File: src/sv/keypad_code_lock_core_assert.svh
// Assertion macros for the keypad code lock core.
// Used by the top level; the macros assume signals named clk and arst_n in scope.
`ifndef KEYPAD_CODE_LOCK_CORE_ASSERT_SVH
`define KEYPAD_CODE_LOCK_CORE_ASSERT_SVH

// Same-cycle implication, checked at every rising edge out of reset.
`define KCL_ASSERT_NOW(label, ante, cons, msg) \
	label: assert property (@(posedge clk) disable iff (!arst_n) (ante) |-> (cons)) \
		else $error(msg);

// Next-cycle implication, checked at every rising edge out of reset.
`define KCL_ASSERT_NEXT(label, ante, cons, msg) \
	label: assert property (@(posedge clk) disable iff (!arst_n) (ante) |=> (cons)) \
		else $error(msg);

`endif

File: src/sv/kcl_pkg.sv
// Shared constants and types for the keypad code lock core.
// No dependencies; every other file but the assertion header imports this package.
package kcl_pkg;

	localparam int MAX_KEYS_DEF = 14;
	localparam int PW_BYTES     = 14;
	localparam int KEY_W        = 8;
	localparam int CNT_W        = 4;
	localparam int HEAD_W       = 64;
	localparam int TAIL_W       = 48;
	localparam int CFG_W        = 64;
	localparam int CFG_IDX_W    = 2;

	localparam logic [KEY_W-1:0] KEY_NONE  = 8'd0;
	localparam logic [KEY_W-1:0] KEY_ENTER = 8'd35;

	localparam logic [CFG_IDX_W-1:0] CFG_HEAD = 2'd0;
	localparam logic [CFG_IDX_W-1:0] CFG_TAIL = 2'd1;
	localparam logic [CFG_IDX_W-1:0] CFG_LEN  = 2'd2;

	// "1234" with the first character in the low byte
	localparam logic [HEAD_W-1:0] PW_HEAD_RST = 64'h0000_0000_3433_3231;
	localparam logic [TAIL_W-1:0] PW_TAIL_RST = '0;
	localparam logic [CNT_W-1:0]  PW_LEN_RST  = 4'd4;

	typedef enum logic [2:0] {
		ST_IGNORED  = 3'd0,
		ST_STORED   = 3'd1,
		ST_CORRECT  = 3'd2,
		ST_WRONG    = 3'd3,
		ST_OVERFLOW = 3'd4
	} status_t;

	typedef struct packed {
		logic [PW_BYTES-1:0][KEY_W-1:0] bytes;
		logic [CNT_W-1:0]               len;
	} pw_cfg_t;

	typedef struct packed {
		status_t          status;
		logic [CNT_W-1:0] entry_count;
		logic             unlocked;
		logic             enter_seen;
	} res_t;

endpackage

File: src/sv/kcl_if.sv
// Valid/ready channel interfaces for the keypad code lock core.
// Depends on kcl_pkg for payload widths and the status type.
interface kcl_key_if;
	import kcl_pkg::*;

	logic             valid;
	logic             ready;
	logic [KEY_W-1:0] key_code;

	modport source (output valid, output key_code, input ready);
	modport sink (input valid, input key_code, output ready);
endinterface

interface kcl_res_if;
	import kcl_pkg::*;

	logic             valid;
	logic             ready;
	status_t          status;
	logic [CNT_W-1:0] entry_count;
	logic             unlocked;
	logic             enter_seen;

	modport source (output valid, output status, output entry_count, output unlocked,
		output enter_seen, input ready);
	modport sink (input valid, input status, input entry_count, input unlocked,
		input enter_seen, output ready);
endinterface

File: src/sv/kcl_cfg.sv
// Password register file of the keypad code lock core.
// Depends on kcl_pkg; raises a clear pulse on every write to a known register.
module kcl_cfg (
	input  logic                          clk,
	input  logic                          arst_n,
	input  logic                          we,
	input  logic [kcl_pkg::CFG_IDX_W-1:0] index,
	input  logic [kcl_pkg::CFG_W-1:0]     wdata,
	output kcl_pkg::pw_cfg_t              pw,
	output logic                          clear
);
	import kcl_pkg::*;

	logic [HEAD_W-1:0] head_q;
	logic [TAIL_W-1:0] tail_q;
	logic [CNT_W-1:0]  len_q;

	always_ff @(posedge clk or negedge arst_n) begin
		if (!arst_n) begin
			head_q <= PW_HEAD_RST;
			tail_q <= PW_TAIL_RST;
			len_q  <= PW_LEN_RST;
		end else if (we) begin
			unique case (index)
				CFG_HEAD: head_q <= wdata[HEAD_W-1:0];
				CFG_TAIL: tail_q <= wdata[TAIL_W-1:0];
				CFG_LEN:  len_q  <= wdata[CNT_W-1:0];
				default: ;
			endcase
		end
	end

	assign clear    = we && (index == CFG_HEAD || index == CFG_TAIL || index == CFG_LEN);
	assign pw.bytes = {tail_q, head_q};
	assign pw.len   = len_q;
endmodule

File: src/sv/kcl_in_stage.sv
// Input register of the keypad code lock core.
// Depends on kcl_pkg and kcl_if; holds one key request until the lock stage takes it.
module kcl_in_stage (
	input  logic                      clk,
	input  logic                      arst_n,
	kcl_key_if.sink                   keys,
	input  logic                      advance,
	output logic                      valid_s1,
	output logic [kcl_pkg::KEY_W-1:0] key_s1
);
	import kcl_pkg::*;

	logic take;

	assign keys.ready = !valid_s1 || advance;
	assign take       = keys.valid && keys.ready;

	always_ff @(posedge clk or negedge arst_n) begin
		if (!arst_n) begin
			valid_s1 <= 1'b0;
		end else if (take) begin
			valid_s1 <= 1'b1;
		end else if (advance) begin
			valid_s1 <= 1'b0;
		end
	end

	always_ff @(posedge clk) begin
		if (take) begin
			key_s1 <= keys.key_code;
		end
	end
endmodule

File: src/sv/kcl_lock.sv
// Entry store, password compare and lock flags of the keypad code lock core.
// Depends on kcl_pkg; decides one key per step and presents its result.
module kcl_lock #(
	parameter int MAX_KEYS = kcl_pkg::MAX_KEYS_DEF
) (
	input  logic                      clk,
	input  logic                      arst_n,
	input  logic                      clear,
	input  logic                      step,
	input  logic [kcl_pkg::KEY_W-1:0] key_s1,
	input  kcl_pkg::pw_cfg_t          pw,
	output kcl_pkg::res_t             res
);
	import kcl_pkg::*;

	localparam logic [CNT_W-1:0] MAX_CNT = CNT_W'(MAX_KEYS);

	logic [MAX_KEYS-1:0][KEY_W-1:0] entry_store_q;
	logic [CNT_W-1:0]               entry_len_q;
	logic                           unlock_q;
	logic                           enter_q;

	logic [MAX_KEYS-1:0] byte_ok;
	logic                match;
	logic                append;
	logic [CNT_W-1:0]    len_nxt;
	logic                unlock_nxt;
	logic                enter_nxt;
	status_t             status_nxt;

	// Only bytes below the password length take part in the compare.
	always_comb begin
		for (int i = 0; i < MAX_KEYS; i++) begin
			byte_ok[i] = (CNT_W'(i) >= pw.len) || (entry_store_q[i] == pw.bytes[i]);
		end
	end

	assign match = (pw.len == entry_len_q) && (&byte_ok);

	always_comb begin
		len_nxt    = entry_len_q;
		unlock_nxt = unlock_q;
		enter_nxt  = enter_q;
		append     = 1'b0;
		priority if (key_s1 == KEY_ENTER) begin
			enter_nxt = 1'b1;
			len_nxt   = '0;
			if (match) begin
				unlock_nxt = 1'b1;
				status_nxt = ST_CORRECT;
			end else begin
				status_nxt = ST_WRONG;
			end
		end else if (key_s1 == KEY_NONE) begin
			status_nxt = ST_IGNORED;
		end else if (entry_len_q < MAX_CNT) begin
			append     = 1'b1;
			len_nxt    = entry_len_q + CNT_W'(1);
			status_nxt = ST_STORED;
		end else begin
			len_nxt    = '0;
			status_nxt = ST_OVERFLOW;
		end
	end

	always_ff @(posedge clk or negedge arst_n) begin
		if (!arst_n) begin
			entry_len_q <= '0;
			unlock_q    <= 1'b0;
			enter_q     <= 1'b0;
		end else if (clear) begin
			entry_len_q <= '0;
			unlock_q    <= 1'b0;
		end else if (step) begin
			entry_len_q <= len_nxt;
			unlock_q    <= unlock_nxt;
			enter_q     <= enter_nxt;
		end
	end

	always_ff @(posedge clk) begin
		for (int i = 0; i < MAX_KEYS; i++) begin
			if (step && append && entry_len_q == CNT_W'(i)) begin
				entry_store_q[i] <= key_s1;
			end
		end
	end

	assign res.status      = status_nxt;
	assign res.entry_count = len_nxt;
	assign res.unlocked    = unlock_nxt;
	assign res.enter_seen  = enter_nxt;
endmodule

File: src/sv/kcl_out_stage.sv
// Result register of the keypad code lock core.
// Depends on kcl_pkg and kcl_if; holds one result until the receiver takes it.
module kcl_out_stage (
	input  logic          clk,
	input  logic          arst_n,
	input  logic          load,
	input  kcl_pkg::res_t res,
	output logic          free,
	kcl_res_if.source     results
);
	import kcl_pkg::*;

	logic valid_q;
	res_t res_q;

	assign free = !valid_q || results.ready;

	always_ff @(posedge clk or negedge arst_n) begin
		if (!arst_n) begin
			valid_q <= 1'b0;
		end else if (load) begin
			valid_q <= 1'b1;
		end else if (results.ready) begin
			valid_q <= 1'b0;
		end
	end

	always_ff @(posedge clk) begin
		if (load) begin
			res_q <= res;
		end
	end

	assign results.valid       = valid_q;
	assign results.status      = res_q.status;
	assign results.entry_count = res_q.entry_count;
	assign results.unlocked    = res_q.unlocked;
	assign results.enter_seen  = res_q.enter_seen;
endmodule

File: src/sv/keypad_code_lock_core.sv
// Keypad code lock core: one key request per cycle unless stalled; one result per key.
// Channels: keys (sink, key_code) and results (source, status, entry_count,
//   unlocked, enter_seen), both valid/ready; a request moves when both are high.
// Each key request yields exactly one result, in order.
// Path: a taken key sits in the input register, is decided combinationally and lands
//   in the result register; results.valid rises when that register loads.
// Throughput: one key per cycle while results.ready stays high; the entry is compared
//   against all password bytes in parallel between the two registers.
// Stall: when results.ready is low the result register holds, the input register
//   fills once more, then keys.ready drops; nothing is lost or repeated.
// Configuration: cfg_we with cfg_index 0/1/2 writes password head, tail, length;
//   a write to a known register clears the entry and the unlocked flag. Write only
//   while no request is in flight. Index 3 is ignored.
// Reset (arst_n low): password "1234", entry empty, both flags low, no result pending.
//   The entry store is not cleared; only bytes below the password length are compared.
`include "keypad_code_lock_core_assert.svh"

module keypad_code_lock_core #(
	parameter int MAX_KEYS = kcl_pkg::MAX_KEYS_DEF
) (
	input  logic                          clk,
	input  logic                          arst_n,
	input  logic                          cfg_we,
	input  logic [kcl_pkg::CFG_IDX_W-1:0] cfg_index,
	input  logic [kcl_pkg::CFG_W-1:0]     cfg_wdata,
	kcl_key_if.sink                       keys,
	kcl_res_if.source                     results
);
	import kcl_pkg::*;

	pw_cfg_t          pw;
	logic             cfg_clear;
	logic             valid_s1;
	logic [KEY_W-1:0] key_s1;
	logic             out_free;
	logic             advance;
	res_t             res;

	// Password registers and the clear pulse on writes.
	kcl_cfg u_cfg (
		.clk    (clk),
		.arst_n (arst_n),
		.we     (cfg_we),
		.index  (cfg_index),
		.wdata  (cfg_wdata),
		.pw     (pw),
		.clear  (cfg_clear)
	);

	// Advance whenever a key waits and the result register can take its answer.
	assign advance = valid_s1 && out_free;

	kcl_in_stage u_in (
		.clk      (clk),
		.arst_n   (arst_n),
		.keys     (keys),
		.advance  (advance),
		.valid_s1 (valid_s1),
		.key_s1   (key_s1)
	);

	kcl_lock #(
		.MAX_KEYS (MAX_KEYS)
	) u_lock (
		.clk    (clk),
		.arst_n (arst_n),
		.clear  (cfg_clear),
		.step   (advance),
		.key_s1 (key_s1),
		.pw     (pw),
		.res    (res)
	);

	kcl_out_stage u_out (
		.clk     (clk),
		.arst_n  (arst_n),
		.load    (advance),
		.res     (res),
		.free    (out_free),
		.results (results)
	);

	// A decided key must show up as a pending result on the next cycle.
	`KCL_ASSERT_NEXT(a_advance_loads, advance, results.valid, "decided key left no result")
	// A correct password always reports the lock open.
	`KCL_ASSERT_NOW(a_correct_unlocks, results.valid && results.status == ST_CORRECT,
		results.unlocked, "correct password without unlocked flag")
	// Enter, correct or wrong, always leaves an empty entry and marks enter_seen.
	`KCL_ASSERT_NOW(a_enter_clears,
		results.valid && (results.status == ST_CORRECT || results.status == ST_WRONG),
		results.entry_count == '0 && results.enter_seen, "enter left keys or no enter mark")
	// A stored key never leaves the entry empty nor beyond its capacity.
	`KCL_ASSERT_NOW(a_stored_count, results.valid && results.status == ST_STORED,
		results.entry_count != '0 && results.entry_count <= CNT_W'(MAX_KEYS),
		"stored key with bad entry count")
endmodule
File: src/flat_wrapper.sv
// flat-port wrapper written by rule: the top's interface ports become plain ports
module keypad_code_lock_core_flat import kcl_pkg::*;
#(
	parameter int MAX_KEYS = kcl_pkg::MAX_KEYS_DEF
)
  (clk, arst_n, cfg_we, cfg_index, cfg_wdata, keys_valid, keys_key_code, keys_ready, results_valid, results_status, results_entry_count, results_unlocked, results_enter_seen, results_ready);
  kcl_key_if keys_i ();
  kcl_res_if results_i ();
  input  logic clk;
  input  logic arst_n;
  input  logic cfg_we;
  input  logic [kcl_pkg::CFG_IDX_W-1:0] cfg_index;
  input  logic [kcl_pkg::CFG_W-1:0] cfg_wdata;
  input wire logic [$bits(keys_i.valid)-1:0] keys_valid;
  input wire logic [$bits(keys_i.key_code)-1:0] keys_key_code;
  output wire logic [$bits(keys_i.ready)-1:0] keys_ready;
  output wire logic [$bits(results_i.valid)-1:0] results_valid;
  output wire logic [$bits(results_i.status)-1:0] results_status;
  output wire logic [$bits(results_i.entry_count)-1:0] results_entry_count;
  output wire logic [$bits(results_i.unlocked)-1:0] results_unlocked;
  output wire logic [$bits(results_i.enter_seen)-1:0] results_enter_seen;
  input wire logic [$bits(results_i.ready)-1:0] results_ready;
  assign keys_i.valid = keys_valid;
  assign keys_i.key_code = keys_key_code;
  assign keys_ready = keys_i.ready;
  assign results_valid = results_i.valid;
  assign results_status = results_i.status;
  assign results_entry_count = results_i.entry_count;
  assign results_unlocked = results_i.unlocked;
  assign results_enter_seen = results_i.enter_seen;
  assign results_i.ready = results_ready;
  keypad_code_lock_core #(.MAX_KEYS(MAX_KEYS)) u_core (.clk(clk), .arst_n(arst_n), .cfg_we(cfg_we), .cfg_index(cfg_index), .cfg_wdata(cfg_wdata), .keys(keys_i), .results(results_i));
endmodule
File: config.mk
export PLATFORM = sky130hd
export DESIGN_NAME = keypad_code_lock_core_flat
export DESIGN_NICKNAME = d
export VERILOG_FILES = /design/src/sv/kcl_pkg.sv /design/src/sv/kcl_if.sv /design/src/sv/kcl_cfg.sv /design/src/sv/kcl_in_stage.sv /design/src/sv/kcl_lock.sv /design/src/sv/kcl_out_stage.sv /design/src/sv/keypad_code_lock_core.sv /design/src/flat_wrapper.sv
export VERILOG_INCLUDE_DIRS = /design/src /design/src/sv
export SDC_FILE = /design/constraint.sdc
export NUM_CORES = 1
export LEC_CHECK = 0
export BUFFER_PORTS_ARGS = -buffer_cell sky130_fd_sc_hd__buf_2
export CORE_ASPECT_RATIO = 0.8
export CORE_MARGIN = 3
export CORE_UTILIZATION = 45
export CTS_CLUSTER_SIZE = 10
export DETAILED_ROUTE_END_ITERATION = 8
export SLEW_MARGIN = 20
export SYNTH_ARGS = -nofsm -noshare
export SYNTH_HDL_FRONTEND = slang
export SYNTH_SLANG_ARGS = --single-unit
File: constraint.sdc
create_clock -name clk -period 3.34 [get_ports clk]
set_input_delay 0.668 -clock clk [delete_from_list [all_inputs] [get_ports clk]]
set_output_delay 0.668 -clock clk [all_outputs]
set_load 0.1 [all_outputs]
==> impl_metrics.ini <==
[outcome]
status = finished, final reports clean

[drt]
drt_wl_total_um = 22700
drc = 0
drt-initial-drc-count = 358
vias_per_cell = 5.20
vias = 5675
route.detailed.wl_per_inst_um = 20.8
ant_nets = 0
dr.pass1.iters = 7

[final_layout]
drive_gt1_share_pct = 31.5
area_growth_syn_to_layout_pct = 16.6
diodes = 0
layout.nets = 851

[sta]
fin_crit_ns = 2.84
maxSlewHeadroom_pct = 51.8
timing.final.crit_share_pct = 85.2
fmax_ghz = 0.352
hold_ws_ns = 0.110
slew_viol_final = 0
fin_setup_tns_ns = 0
rsz0062_at_grt = no
finalClockSkew_ns = 0.00862
worstMarginPinSlew_ns = 0.723
setup_viol = 0
hold_viol = 0

[yosys]
yosys.area_share.simple_pct = 5.52
avgSynthCellArea_um2 = 15.7
synth_top_family_by_area = multiplexers
async_flop_share_pct = 49.0
synth.area.top_cells = edfxtp_1 (38%), dfrtp_1 (27%), mux2_2 (11%), xor2_1 (8.2%), dfstp_2 (3.6%)
synth.area.mux_share_pct = 12.8
synth.largest_area_cell = edfxtp_1
synth_xor_area_share_pct = 9.89
netlist.area_leader.share_pct = 37.7
synth-adder-area-share_pct = 0.487
yosys_register_bits = 253
synthFlopType = edfxtp_1
netlist_instances = 653
synth_compound_area_share_pct = 2.19
yosysSeqAreaShare_pct = 68.1
syn_area_um2 = 10300
synth_edf_count = 129
synth.net_count = 736
netlist-cell-type-count = 44
yosysWarnings = 0

[cts]
path_clk_slew_ns = 0.06
numClockSinks = 253
cts-resized-gates = 0
cts_hold_buffers = 0
clkLatencyLatePin_ns = 0.54
cts_tree = built
post_cts_buffers = 0
htreeDepth = 1
cts_made_buffers = 29
cts.path.max_buffers = 3
root_buffer = clkbuf_16

[power_and_ir_drop]
vdd_ir_drop_max_v = 0.000387
power.leakage_nw = 4.68
p_per_area_nw_per_um2 = 640
power_mw = 7.67

[worst_hold_path]
hold_class = in2async

[placed_design]
gp_congestion = 0.870
place_hpwl_um = 15400
io_buffer_count = 89

[worst_setup_path]
r2r_cells = 6
worstPathRequired_ns = 3.50
end_kind = flip-flop
r2r_start = u_core.u_in.key_s1[5]$_DFFE_PP_
setup.worst_path.start_class = flip-flop
critPathKind = reg2reg
r2r_slack_ns = 0.50
cp_max_fo = 16
arrival_ns = 3.01
timing.rr.end = u_core.u_lock.entry_store_q[41]$_DFFE_PP_

[floorplanning]
io_pins = 90
row_count = 48
core-area_um2 = 22000
chipWidth_um = 175
die_h_um = 141
die-area_um2 = 24700
initial_utilization_pct = 46.7

[flow_run]
max_cap_viol_count = 0

[global_route]
grt_first_pass_wirelength_um = 35100
grt_overflow = 0
antenna_found_initial = 0
grt_max_degree = 65
track_usage_pct = 18.5
grt_pass1_vias = 6136
## cell usage in the layout (no fill, tap or decap), drive strengths merged, types with 2 or more instances in the layout
cell	synthesis	layout
edfxtp	129	129
mux2	116	116
dfrtp	110	110
buf	1	102
xor2	96	96
clkbuf	17	52
nor4	26	26
xnor2	20	20
nand2	16	16
nor2	15	15
dfstp	14	14
a21oi	12	12
inv	10	12
and2	10	10
nand4	9	9
nand3	9	9
nand2b	4	4
nand3b	4	4
ha	4	4
o31ai	3	3
nor3	3	3
o21ai	3	3
a21boi	3	3
a21o	2	2
or3	2	2
and3	2	2
a2111oi	2	2
## layer usage
layer | global-route usage, % | part of all wire [%]
met1 | 26.9 | 47
met2 | 29.4 | 46
met3 | 3.37 | 5.5
met4 | 3.69 | 1.5
met5 | 0 | 0
## metrics by stage
| step | area, um2 | utilization [%] | worst slack [ns] | cells |
|---|---|---|---|---|
| final | 12000 | 54.5 | 0.495 | 1091 |
| after global routing | 12000 | 54.5 | 0.276 | 1091 |
| after CTS | 12000 | 54.5 | 0.492 | 1091 |
| after detailed placement | 11200 | 50.8 | 0.513 | 1037 |
| after global placement | 11200 | 50.8 | 0.703 | 1037 |
| after floorplan | 10300 | - | 0.538 | 653 |
## worst max path at each step
stage,cells after the start,from,endpoint
floorplan,2,u_core.u_out.results.valid$_DFFE_PN0P_,u_core.u_in.key_s1[0]$_DFFE_PP_
global placement,5,u_core.u_in.key_s1[5]$_DFFE_PP_,u_core.u_lock.entry_store_q[42]$_DFFE_PP_
detailed placement,6,u_core.u_in.key_s1[5]$_DFFE_PP_,u_core.u_lock.entry_store_q[42]$_DFFE_PP_
CTS,6,u_core.u_in.key_s1[5]$_DFFE_PP_,u_core.u_lock.entry_store_q[41]$_DFFE_PP_
global route,6,u_core.u_in.key_s1[5]$_DFFE_PP_,u_core.u_lock.entry_store_q[41]$_DFFE_PP_
finish,6,u_core.u_in.key_s1[5]$_DFFE_PP_,u_core.u_lock.entry_store_q[41]$_DFFE_PP_
## flip-flops by register name, summed over array words and instances, names as in the netlist
signal	cells
u_core.u_lock.entry_len_q	4
u_core.u_lock.entry_store_q	112
u_core.u_in.key_s1	8
u_core.u_lock.unlock_q	1
u_core.u_out.results.status	3
u_core.u_out.results.enter_seen	1
u_core.u_out.results.unlocked	1
u_core.u_out.results.entry_count	4
u_core.u_in.valid_s1	1
u_core.u_cfg.head_q	64
u_core.u_out.results.valid	1
u_core.u_lock.enter_q	1
u_core.u_cfg.tail_q	48
u_core.u_cfg.len_q	4
## worst max-delay path: stages, from the launching register on
cell and delay, ns:
edfxtp_1 0.78, nor3_1 0.17, nand3_1 0.22, nand2_1 0.15, nor3_1 0.41, nand3b_1 0.21, nor2_1 0.54
## cells by family (layout without fill, tap and decap cells)
| group | count (synthesis) | after routing |
|---|---|---|
| buf+inv | 28 | 166 |
| compound gates | 32 | 32 |
| flops | 253 | 253 |
| fa+ha+maj | 4 | 4 |
| mux | 117 | 117 |
| simple gates | 103 | 103 |
| xor+xnor | 116 | 116 |
## report_power, final
part / total [mW] / leakage (nW) / internal, mW / switching (mW)
registers: 3.97 / 2.63 / 3.66 / 0.313
logic: 0.924 / 1.66 / 0.453 / 0.471
clock network: 2.78 / 0.394 / 1.63 / 1.15
## area by class of cell
| type | count | area [um2] |
|---|---|---|
| fill | 1829 | 10000 |
| sequential | 253 | 6990 |
| multi-input combinational | 372 | 3180 |
| clock buffer | 52 | 812 |
| timing repair buffer | 102 | 571 |
| tap | 300 | 375 |
| inverter | 10 | 37.5 |
| clock inverter | 2 | 15.0 |
## cells in the mapped netlist, drive strengths merged, types with 3 or more instances
library cell,n
dfrtp,110
inv,10
clkbuf,17
nand3,9
nand2b,4
xor2,96
mux2,116
nor4,26
xnor2,20
edfxtp,129
nor3,3
and2,10
ha,4
o21ai,3
a21boi,3
a21oi,12
nand4,9
nand2,16
dfstp,14
nand3b,4
o31ai,3
nor2,15
No activity file was read; power rests on OpenSTA's default activity.
